File: src/hdl/sle_pkg.sv
// sle_pkg: shared constants, codes and control structs of the sorted list engine
// no dependencies; imported by every module of the block

package sle_pkg;

    localparam int DEPTH = 16;
    localparam int CNT_W = $clog2(DEPTH + 1);
    localparam int OP_W  = 2;
    localparam int VAL_W = 32;
    localparam int ST_W  = 2;
    localparam int POS_W = 5;

    // operation codes
    localparam logic [OP_W-1:0] OP_INSERT = 2'd0;
    localparam logic [OP_W-1:0] OP_REMOVE = 2'd1;
    localparam logic [OP_W-1:0] OP_QUERY  = 2'd2;

    // result status codes
    localparam logic [ST_W-1:0] ST_OK       = 2'd0;
    localparam logic [ST_W-1:0] ST_FULL     = 2'd1;
    localparam logic [ST_W-1:0] ST_EMPTY    = 2'd2;
    localparam logic [ST_W-1:0] ST_NOTFOUND = 2'd3;

    // controller to datapath
    typedef struct packed {
        logic load;    // capture the accepted item
        logic search;  // register the compare results
        logic commit;  // update the store and the result register
    } t_dp_cmd;

endpackage

File: src/hdl/sle_if.sv
// sle_if: valid/ready channel interfaces of the sorted list engine
// depends on sle_pkg for field widths

interface sle_in_if;
    logic                                 valid;
    logic                                 ready;
    logic [sle_pkg::OP_W-1:0]             operation;
    logic signed [sle_pkg::VAL_W-1:0]     value;

    modport source (output valid, output operation, output value, input ready);
    modport sink   (input valid, input operation, input value, output ready);
endinterface

interface sle_out_if;
    logic                                 valid;
    logic                                 ready;
    logic [sle_pkg::ST_W-1:0]             status;
    logic [sle_pkg::POS_W-1:0]            position;
    logic [sle_pkg::POS_W-1:0]            count;

    modport source (output valid, output status, output position, output count, input ready);
    modport sink   (input valid, input status, input position, input count, output ready);
endinterface

File: src/hdl/sle_dp.sv
// sle_dp: datapath of the sorted list engine: entry cells, count, parallel compare
// depends on sle_pkg; driven by sle_ctrl through t_dp_cmd

module sle_dp (
    input  logic                          i_clk,
    input  logic                          i_rst_n,
    input  sle_pkg::t_dp_cmd              i_cmd,
    input  logic [sle_pkg::OP_W-1:0]      i_operation,
    input  logic signed [sle_pkg::VAL_W-1:0] i_value,
    output logic [sle_pkg::ST_W-1:0]      o_status,
    output logic [sle_pkg::POS_W-1:0]     o_position,
    output logic [sle_pkg::POS_W-1:0]     o_count
);
    import sle_pkg::*;

    logic signed [VAL_W-1:0] r_entries [DEPTH];
    logic signed [VAL_W-1:0] n_entries [DEPTH];
    logic [CNT_W-1:0]        r_count, n_count;
    logic [OP_W-1:0]         r_op;
    logic signed [VAL_W-1:0] r_val;
    logic [CNT_W-1:0]        r_lb;
    logic                    r_hit;
    logic [ST_W-1:0]         r_status, n_status;
    logic [CNT_W-1:0]        r_pos, n_pos;

    logic [DEPTH-1:0]        lt_vec;
    logic [DEPTH-1:0]        eq_vec;
    logic [CNT_W-1:0]        lb;

    // compare every live cell against the operand at once
    always_comb begin
        for (int i = 0; i < DEPTH; i++) begin
            lt_vec[i] = (CNT_W'(i) < r_count) && (r_entries[i] < r_val);
            eq_vec[i] = (CNT_W'(i) < r_count) && (r_entries[i] == r_val);
        end
    end

    // list is sorted, so lt_vec is a prefix: lower bound is its first zero
    always_comb begin
        lb = CNT_W'(DEPTH);
        for (int i = DEPTH - 1; i >= 0; i--) begin
            if (!lt_vec[i]) begin
                lb = CNT_W'(i);
            end
        end
    end

    always_comb begin
        n_entries = r_entries;
        n_count   = r_count;
        n_status  = ST_OK;
        n_pos     = '0;
        unique case (r_op)
            OP_INSERT: begin
                if (r_count == CNT_W'(DEPTH)) begin
                    n_status = ST_FULL;
                end else begin
                    n_pos   = r_lb;
                    n_count = r_count + 1'b1;
                    for (int i = 0; i < DEPTH; i++) begin
                        if (CNT_W'(i) == r_lb) begin
                            n_entries[i] = r_val;
                        end else if (i > 0 && CNT_W'(i) > r_lb) begin
                            n_entries[i] = r_entries[(i > 0) ? i - 1 : 0];
                        end
                    end
                end
            end
            OP_REMOVE: begin
                if (r_count == '0) begin
                    n_status = ST_EMPTY;
                end else if (!r_hit) begin
                    n_status = ST_NOTFOUND;
                end else begin
                    // first equal entry sits at the lower bound
                    n_pos   = r_lb;
                    n_count = r_count - 1'b1;
                    for (int i = 0; i < DEPTH - 1; i++) begin
                        if (CNT_W'(i) >= r_lb) begin
                            n_entries[i] = r_entries[i + 1];
                        end
                    end
                end
            end
            OP_QUERY: begin
                n_pos = r_lb;
            end
            default: begin
            end
        endcase
    end

    always_ff @(posedge i_clk) begin
        if (!i_rst_n) begin
            r_count <= '0;
        end else if (i_cmd.commit) begin
            r_count <= n_count;
        end
    end

    always_ff @(posedge i_clk) begin
        if (i_cmd.load) begin
            r_op  <= i_operation;
            r_val <= i_value;
        end
        if (i_cmd.search) begin
            r_lb  <= lb;
            r_hit <= |eq_vec;
        end
        if (i_cmd.commit) begin
            r_entries <= n_entries;
            r_status  <= n_status;
            r_pos     <= n_pos;
        end
    end

    assign o_status   = r_status;
    assign o_position = POS_W'(r_pos);
    assign o_count    = POS_W'(r_count);

    a_count_bound: assert property (@(posedge i_clk) disable iff (!i_rst_n)
        r_count <= CNT_W'(DEPTH))
        else $error("stored count above depth");

    a_count_hold: assert property (@(posedge i_clk) disable iff (!i_rst_n)
        !i_cmd.commit |=> r_count == $past(r_count))
        else $error("count changed without a commit");

    a_count_step: assert property (@(posedge i_clk) disable iff (!i_rst_n)
        i_cmd.commit |=> (r_count == $past(r_count) || r_count == $past(r_count) + 1'b1
                          || r_count == $past(r_count) - 1'b1))
        else $error("count moved by more than one");

endmodule

File: src/hdl/sle_ctrl.sv
// sle_ctrl: controller of the sorted list engine: sequencing and channel handshakes
// depends on sle_pkg; drives sle_dp through t_dp_cmd

module sle_ctrl (
    input  logic              i_clk,
    input  logic              i_rst_n,
    input  logic              i_in_valid,
    output logic              o_in_ready,
    output logic              o_out_valid,
    input  logic              i_out_ready,
    output sle_pkg::t_dp_cmd  o_cmd
);
    import sle_pkg::*;

    localparam logic [1:0] S_IDLE = 2'd0;
    localparam logic [1:0] S_CMP  = 2'd1;
    localparam logic [1:0] S_UPD  = 2'd2;

    logic [1:0] r_state, n_state;
    logic       r_out_valid, n_out_valid;
    logic       out_free;

    assign o_in_ready = (r_state == S_IDLE);
    // result register can take a new result if empty or being drained
    assign out_free   = !r_out_valid || i_out_ready;

    always_comb begin
        n_state      = r_state;
        n_out_valid  = r_out_valid && !i_out_ready;
        o_cmd.load   = 1'b0;
        o_cmd.search = 1'b0;
        o_cmd.commit = 1'b0;
        unique case (r_state)
            S_IDLE: begin
                if (i_in_valid) begin
                    o_cmd.load = 1'b1;
                    n_state    = S_CMP;
                end
            end
            S_CMP: begin
                o_cmd.search = 1'b1;
                n_state      = S_UPD;
            end
            S_UPD: begin
                if (out_free) begin
                    o_cmd.commit = 1'b1;
                    n_out_valid  = 1'b1;
                    n_state      = S_IDLE;
                end
            end
            default: begin
                n_state = S_IDLE;
            end
        endcase
    end

    always_ff @(posedge i_clk) begin
        if (!i_rst_n) begin
            r_state     <= S_IDLE;
            r_out_valid <= 1'b0;
        end else begin
            r_state     <= n_state;
            r_out_valid <= n_out_valid;
        end
    end

    assign o_out_valid = r_out_valid;

    a_result_from_update: assert property (@(posedge i_clk) disable iff (!i_rst_n)
        $rose(r_out_valid) |-> $past(r_state) == S_UPD)
        else $error("result appeared without an update step");

    a_no_overwrite: assert property (@(posedge i_clk) disable iff (!i_rst_n)
        o_cmd.commit |-> !(r_out_valid && !i_out_ready))
        else $error("commit while a stalled result is held");

    a_search_after_accept: assert property (@(posedge i_clk) disable iff (!i_rst_n)
        (i_in_valid && o_in_ready) |=> r_state == S_CMP)
        else $error("accepted item not searched next cycle");

endmodule

File: src/hdl/sorted_list_engine_top.sv
// sorted_list_engine_top: sorted store of signed values with insert, remove, query
// Use: items arrive on i_in (operation, value) and each gives one result on o_out
// (status, position, count). A transfer happens when valid and ready are both high.
// The result is registered after a parallel compare across all cells and then an
// update; one item is in flight at a time, so the block takes no new item until
// the capture/compare/update sequence of the last one is through.
// The result sits in an output register, so a finished result may wait while the
// next item is already being taken in; if the receiver still stalls when the next
// update is due, the controller holds in its update step and i_in.ready stays low.
// Reset (i_rst_n low, synchronous) empties the list and drops any pending result;
// the entry cells themselves are not cleared and are never read past the count.
// Status: ok, full on insert, empty on remove, not found on remove. Position is the
// placement/removal index or the lower bound for a query; count is after the item.
// depends on sle_pkg, sle_if, sle_ctrl, sle_dp

module sorted_list_engine_top (
    input  logic       i_clk,
    input  logic       i_rst_n,
    sle_in_if.sink     i_in,
    sle_out_if.source  o_out
);
    import sle_pkg::*;

    t_dp_cmd cmd;

    sle_ctrl u_ctrl (
        .i_clk       (i_clk),
        .i_rst_n     (i_rst_n),
        .i_in_valid  (i_in.valid),
        .o_in_ready  (i_in.ready),
        .o_out_valid (o_out.valid),
        .i_out_ready (o_out.ready),
        .o_cmd       (cmd)
    );

    sle_dp u_dp (
        .i_clk       (i_clk),
        .i_rst_n     (i_rst_n),
        .i_cmd       (cmd),
        .i_operation (i_in.operation),
        .i_value     (i_in.value),
        .o_status    (o_out.status),
        .o_position  (o_out.position),
        .o_count     (o_out.count)
    );

endmodule
File: src/flat_wrapper.sv
// flat-port wrapper written by rule: the top's interface ports become plain ports
module sorted_list_engine_top_flat import sle_pkg::*;
  (i_clk, i_rst_n, i_in_valid, i_in_operation, i_in_value, i_in_ready, o_out_valid, o_out_status, o_out_position, o_out_count, o_out_ready);
  sle_in_if i_in_i ();
  sle_out_if o_out_i ();
  input  logic i_clk;
  input  logic i_rst_n;
  input wire logic [$bits(i_in_i.valid)-1:0] i_in_valid;
  input wire logic [$bits(i_in_i.operation)-1:0] i_in_operation;
  input wire logic [$bits(i_in_i.value)-1:0] i_in_value;
  output wire logic [$bits(i_in_i.ready)-1:0] i_in_ready;
  output wire logic [$bits(o_out_i.valid)-1:0] o_out_valid;
  output wire logic [$bits(o_out_i.status)-1:0] o_out_status;
  output wire logic [$bits(o_out_i.position)-1:0] o_out_position;
  output wire logic [$bits(o_out_i.count)-1:0] o_out_count;
  input wire logic [$bits(o_out_i.ready)-1:0] o_out_ready;
  assign i_in_i.valid = i_in_valid;
  assign i_in_i.operation = i_in_operation;
  assign i_in_i.value = i_in_value;
  assign i_in_ready = i_in_i.ready;
  assign o_out_valid = o_out_i.valid;
  assign o_out_status = o_out_i.status;
  assign o_out_position = o_out_i.position;
  assign o_out_count = o_out_i.count;
  assign o_out_i.ready = o_out_ready;
  sorted_list_engine_top u_core (.i_clk(i_clk), .i_rst_n(i_rst_n), .i_in(i_in_i), .o_out(o_out_i));
endmodule
File: config.mk
export PLATFORM = sky130hd
export DESIGN_NAME = sorted_list_engine_top_flat
export DESIGN_NICKNAME = d
export VERILOG_FILES = /design/src/hdl/sle_pkg.sv /design/src/hdl/sle_if.sv /design/src/hdl/sle_dp.sv /design/src/hdl/sle_ctrl.sv /design/src/hdl/sorted_list_engine_top.sv /design/src/flat_wrapper.sv
export SDC_FILE = /design/constraint.sdc
export NUM_CORES = 2
export LEC_CHECK = 0
export BUFFER_PORTS_ARGS = -buffer_cell sky130_fd_sc_hd__buf_2
export CAP_MARGIN = 30
export CORE_AREA = 2 2 364 366
export CTS_CLUSTER_SIZE = 20
export DETAILED_ROUTE_END_ITERATION = 10
export DIE_AREA = 0 0 366 368
export SYNTH_ARGS = -nofsm -noshare
export SYNTH_HDL_FRONTEND = slang
export SYNTH_HIERARCHICAL = 1
export SYNTH_SLANG_ARGS = --single-unit
export TNS_END_PERCENT = 20
File: constraint.sdc
create_clock -name i_clk -period 6.35 [get_ports i_clk]
set_input_delay 0.3175 -clock i_clk [delete_from_list [all_inputs] [get_ports i_clk]]
set_output_delay 0.3175 -clock i_clk [all_outputs]
set_load 0.03 [all_outputs]
==> impl_results.md <==
* Status: finished, final reports clean
* Area occupied by registers at between 0.015 and 0.02 mm2
* WL/cell at ~22 um
* DRC violation count after routing at 0
* # fillers at between 10k and 15k
* Final min period at 4.613 ns
* Area after DPL at between 0.04 and 0.05 mm2
* Clk pin slew, worst setup/hold paths at about 0.060 ns
* Clock net sink count at ~570
* Worst-skew pair later-pin latency at roughly 0.63 ns
* Pwr dens at ~200 mW/mm2
* Post-synth cell types at 74
* CTS resizes at 0
* Antenna Nets Post-Route at 0
* Mean Syn Cell Area at 9.587 um2
* Layout area overhead at 12.35%
* Die ar. at roughly 0.13 mm2
* Final GP Congestion at roughly 0.92
* Total negative setup slack at 0 ns
* Period utilization at between 70% and 80%
* Syn_nets at between 4k and 5k
* Critical path class: reg2reg
* DPL Wire Length at about 93 mm
* Async SR Flop Fraction at 0%
* GRT Total Usage at 18.60%
* Post-synth EDFFs at 559
* CTS tree: yes
* H-tree lvl count at 3
* Final setup viols at 0
* Most common cell after layout, fill and taps aside: edfxtp_1
* CP max FO at 14
* Core Area at 0.1308 mm2
* Via count at about 32k
* Final-report max-slew violation count at 0
* Detailed Route WL at 129.9 mm
* DRT Pass-1 Iters at 5
* Startpoint types: register
* Min-delay worst type: in2reg
* Synth Register Bits at roughly 570
* WP data arrival at roughly 5.1 ns
* DR iter-0 viols at roughly 3.5k
* Largest net degree at the start of global routing at about 180
* Setup Fix Bufs, Post-CTS at 0
* Post-Syn Instances at between 4k and 5k
* FMAX at 0.2168 GHz
* RSZ-0062 raised after global routing: no
* Leading area contributor after synthesis: edfxtp_1
* Initial antenna violation count at 4
* Fin area at 0.04381 mm2
* First-pass GRT wire length at a little under 200 mm
* Synth Flop Type: edfxtp_1
* Multi-input logic area at approximately 0.021 mm2
* Peak supply drop at about 0.18 mV
* CTS Buf Count at 67
* Syn. warnings at 6
* NumNets Final at approximately 4.6k
* Critical Path RT at between 6 and 7 ns
* Setup crit end kind: register
* Most frequent cells in the layout: 559 x edfxtp_1, 557 x nand2_1, 515 x ha_1
* Grt ovf at 0
* Worst-margin pin slew at roughly 1.1 ns
* Longest Clk Path Bufs at 3
* Syn Std Cell Area at about 0.039 mm2
* Largest cells by area after synthesis: edfxtp_1 43%, ha_1 17%, o21ai_0 6.5%
* Max_cap viols at 0
* Worst slew margin relative to its limit at between 20% and 30%
* Seq/Total Area, Yosys at between 40% and 50%
* Initial Util at 29.81%
* Vias per cell at 5.514
* Lkg Pwr at approximately 0.016 uW
* Ratio of cells with drive above 1 in the final layout at under 10%
* Rows at 133
* Port-buffer cells at 51
* Synth top area share at a little over two fifths
* Chip Height at ~370 um
* Final hold violations at 0
* Clock Skew at 0.03328 ns
* Root Buffer: clkbuf_16
* # IOs at 52
* Die width at ~370 um
* Vias in the first global route at around 31k
-- report_power, final --
part           switching, uW  leakage [uW]  internal (uW)  total, uW
sequential              55.5       0.00513           4140       4200
clock                   1640      0.000948           2030       3670
combinational            652       0.00995            340        992
-- flip-flops by register name, summed over array words and instances, names as in the netlist --
name / cells
u_core/u_dp/o_status: 2
u_core/u_dp/o_position: 5
u_core/u_ctrl/r_state: 2
u_core/u_dp/r_entries: 512
u_core/u_dp/r_op: 2
u_core/u_dp/r_hit: 1
u_core/u_ctrl/o_out_valid: 1
u_core/u_dp/o_count: 5
u_core/u_dp/r_val: 32
u_core/u_dp/r_lb: 5
-- metal layers --
| metal | share of wire [%] | vias to the layer above | track usage, % |
|---|---|---|---|
| met2 | 44 | 1235 | 28.63 |
| met5 | 0.018 | - | 0 |
| met3 | 7.7 | 178 | 2.636 |
| met1 | 46 | 15800 | 26.97 |
| met4 | 2.8 | 4 | 5.413 |
| li1 | - | 15150 | - |
-- worst max-delay path, stage by stage (launching register included) --
cell and delay (ns):
edfxtp_1 0.59, inv_1 0.38, ha_1 0.42, nand4_1 0.19, nor4_1 0.76, o21ai_0 0.35
o211ai_1 0.31, a221o_1 0.24, a22oi_1 0.12, o311ai_1 0.50, a211oi_1 0.17, o31a_1 0.32
o21ai_1 0.11
-- Yosys cell counts (4+ instances only) --
master,n
nand4_1,92
a21boi_0,5
a221o_1,5
o22ai_1,15
nor4_1,13
o21a_1,16
nand3_1,68
edfxtp_1,559
o21ai_0,507
mux2i_1,176
buf_1,6
xnor2_1,5
a31oi_1,8
a2111oi_0,13
o311ai_0,4
nand2b_1,20
a211oi_1,21
and4_1,9
nand3b_1,5
a211o_1,4
nand2_1,564
and3_1,6
mux2_2,36
a221oi_1,6
nor2_1,377
dfxtp_1,8
buf_2,6
or3_1,9
o211ai_1,17
o31ai_1,38
nor4b_1,11
nor2b_1,29
a21o_1,57
or2_2,7
a21oi_1,446
and2_1,7
nor3_1,32
inv_1,73
clkbuf_1,222
ha_1,515
-- metrics by stage --
stage	cells	hold slack [ns]	utilization (%)	power [uW]	setup slack (ns)
after floorplan	4067	0.4164	-	4880	1.053
after global placement	5718	0.4951	31.68	5202	1.769
after detailed placement	5722	0.4956	31.73	5226	1.924
after CTS	5869	0.06346	33.49	8898	1.867
after global routing	5869	0.07501	33.49	9153	1.586
final	5870	0.1064	33.49	8857	1.737
-- path summary, 6_finish.rpt --
path,cells after the start,slack (ns),from,end
worst max register to register,12,1.74,u_core/u_dp/r_val[9],u_core/u_dp/r_lb[0]
worst min-delay path,1,0.11,i_in_value[1],u_core/u_dp/r_val[1]
worst min register to register,2,0.53,u_core/u_ctrl/o_out_valid,u_core/u_ctrl/o_out_valid
worst max-delay path,12,1.74,u_core/u_dp/r_val[9],u_core/u_dp/r_lb[0]
-- cell type report --
type                            instances  share of cell area [%]
Antenna cell                            1                0.005712
Clock buffer                           86                   4.110
Sequential cell                       567                   38.69
Clock inverter                         26                  0.3313
Timing Repair Buffer                  169                   3.085
Multi-Input combinational cell       3193                   48.14
Tap cell                             1755                   5.013
Inverter                               73                  0.6255
-- kinds of logic (layout without fill, tap and decap cells) --
family          after synthesis  in the layout  synth area share, %
compound gates             1195           1195                17.06
other cells                   0              1                    0
flops                       567            567                43.46
fa+ha+maj                   515            515                16.53
xor+xnor                      6              6               0.1348
buf+inv                     307            354                2.975
mux                         213            213                5.616
simple gates               1264           1264                14.22
-- repair_timing --
action	4_1_cts	5_1_grt
setup endpoints to repair	0	0
hold buffers	35	0
endpoints found under the hold margin	37	0
Power figures use the tool's default switching activity.
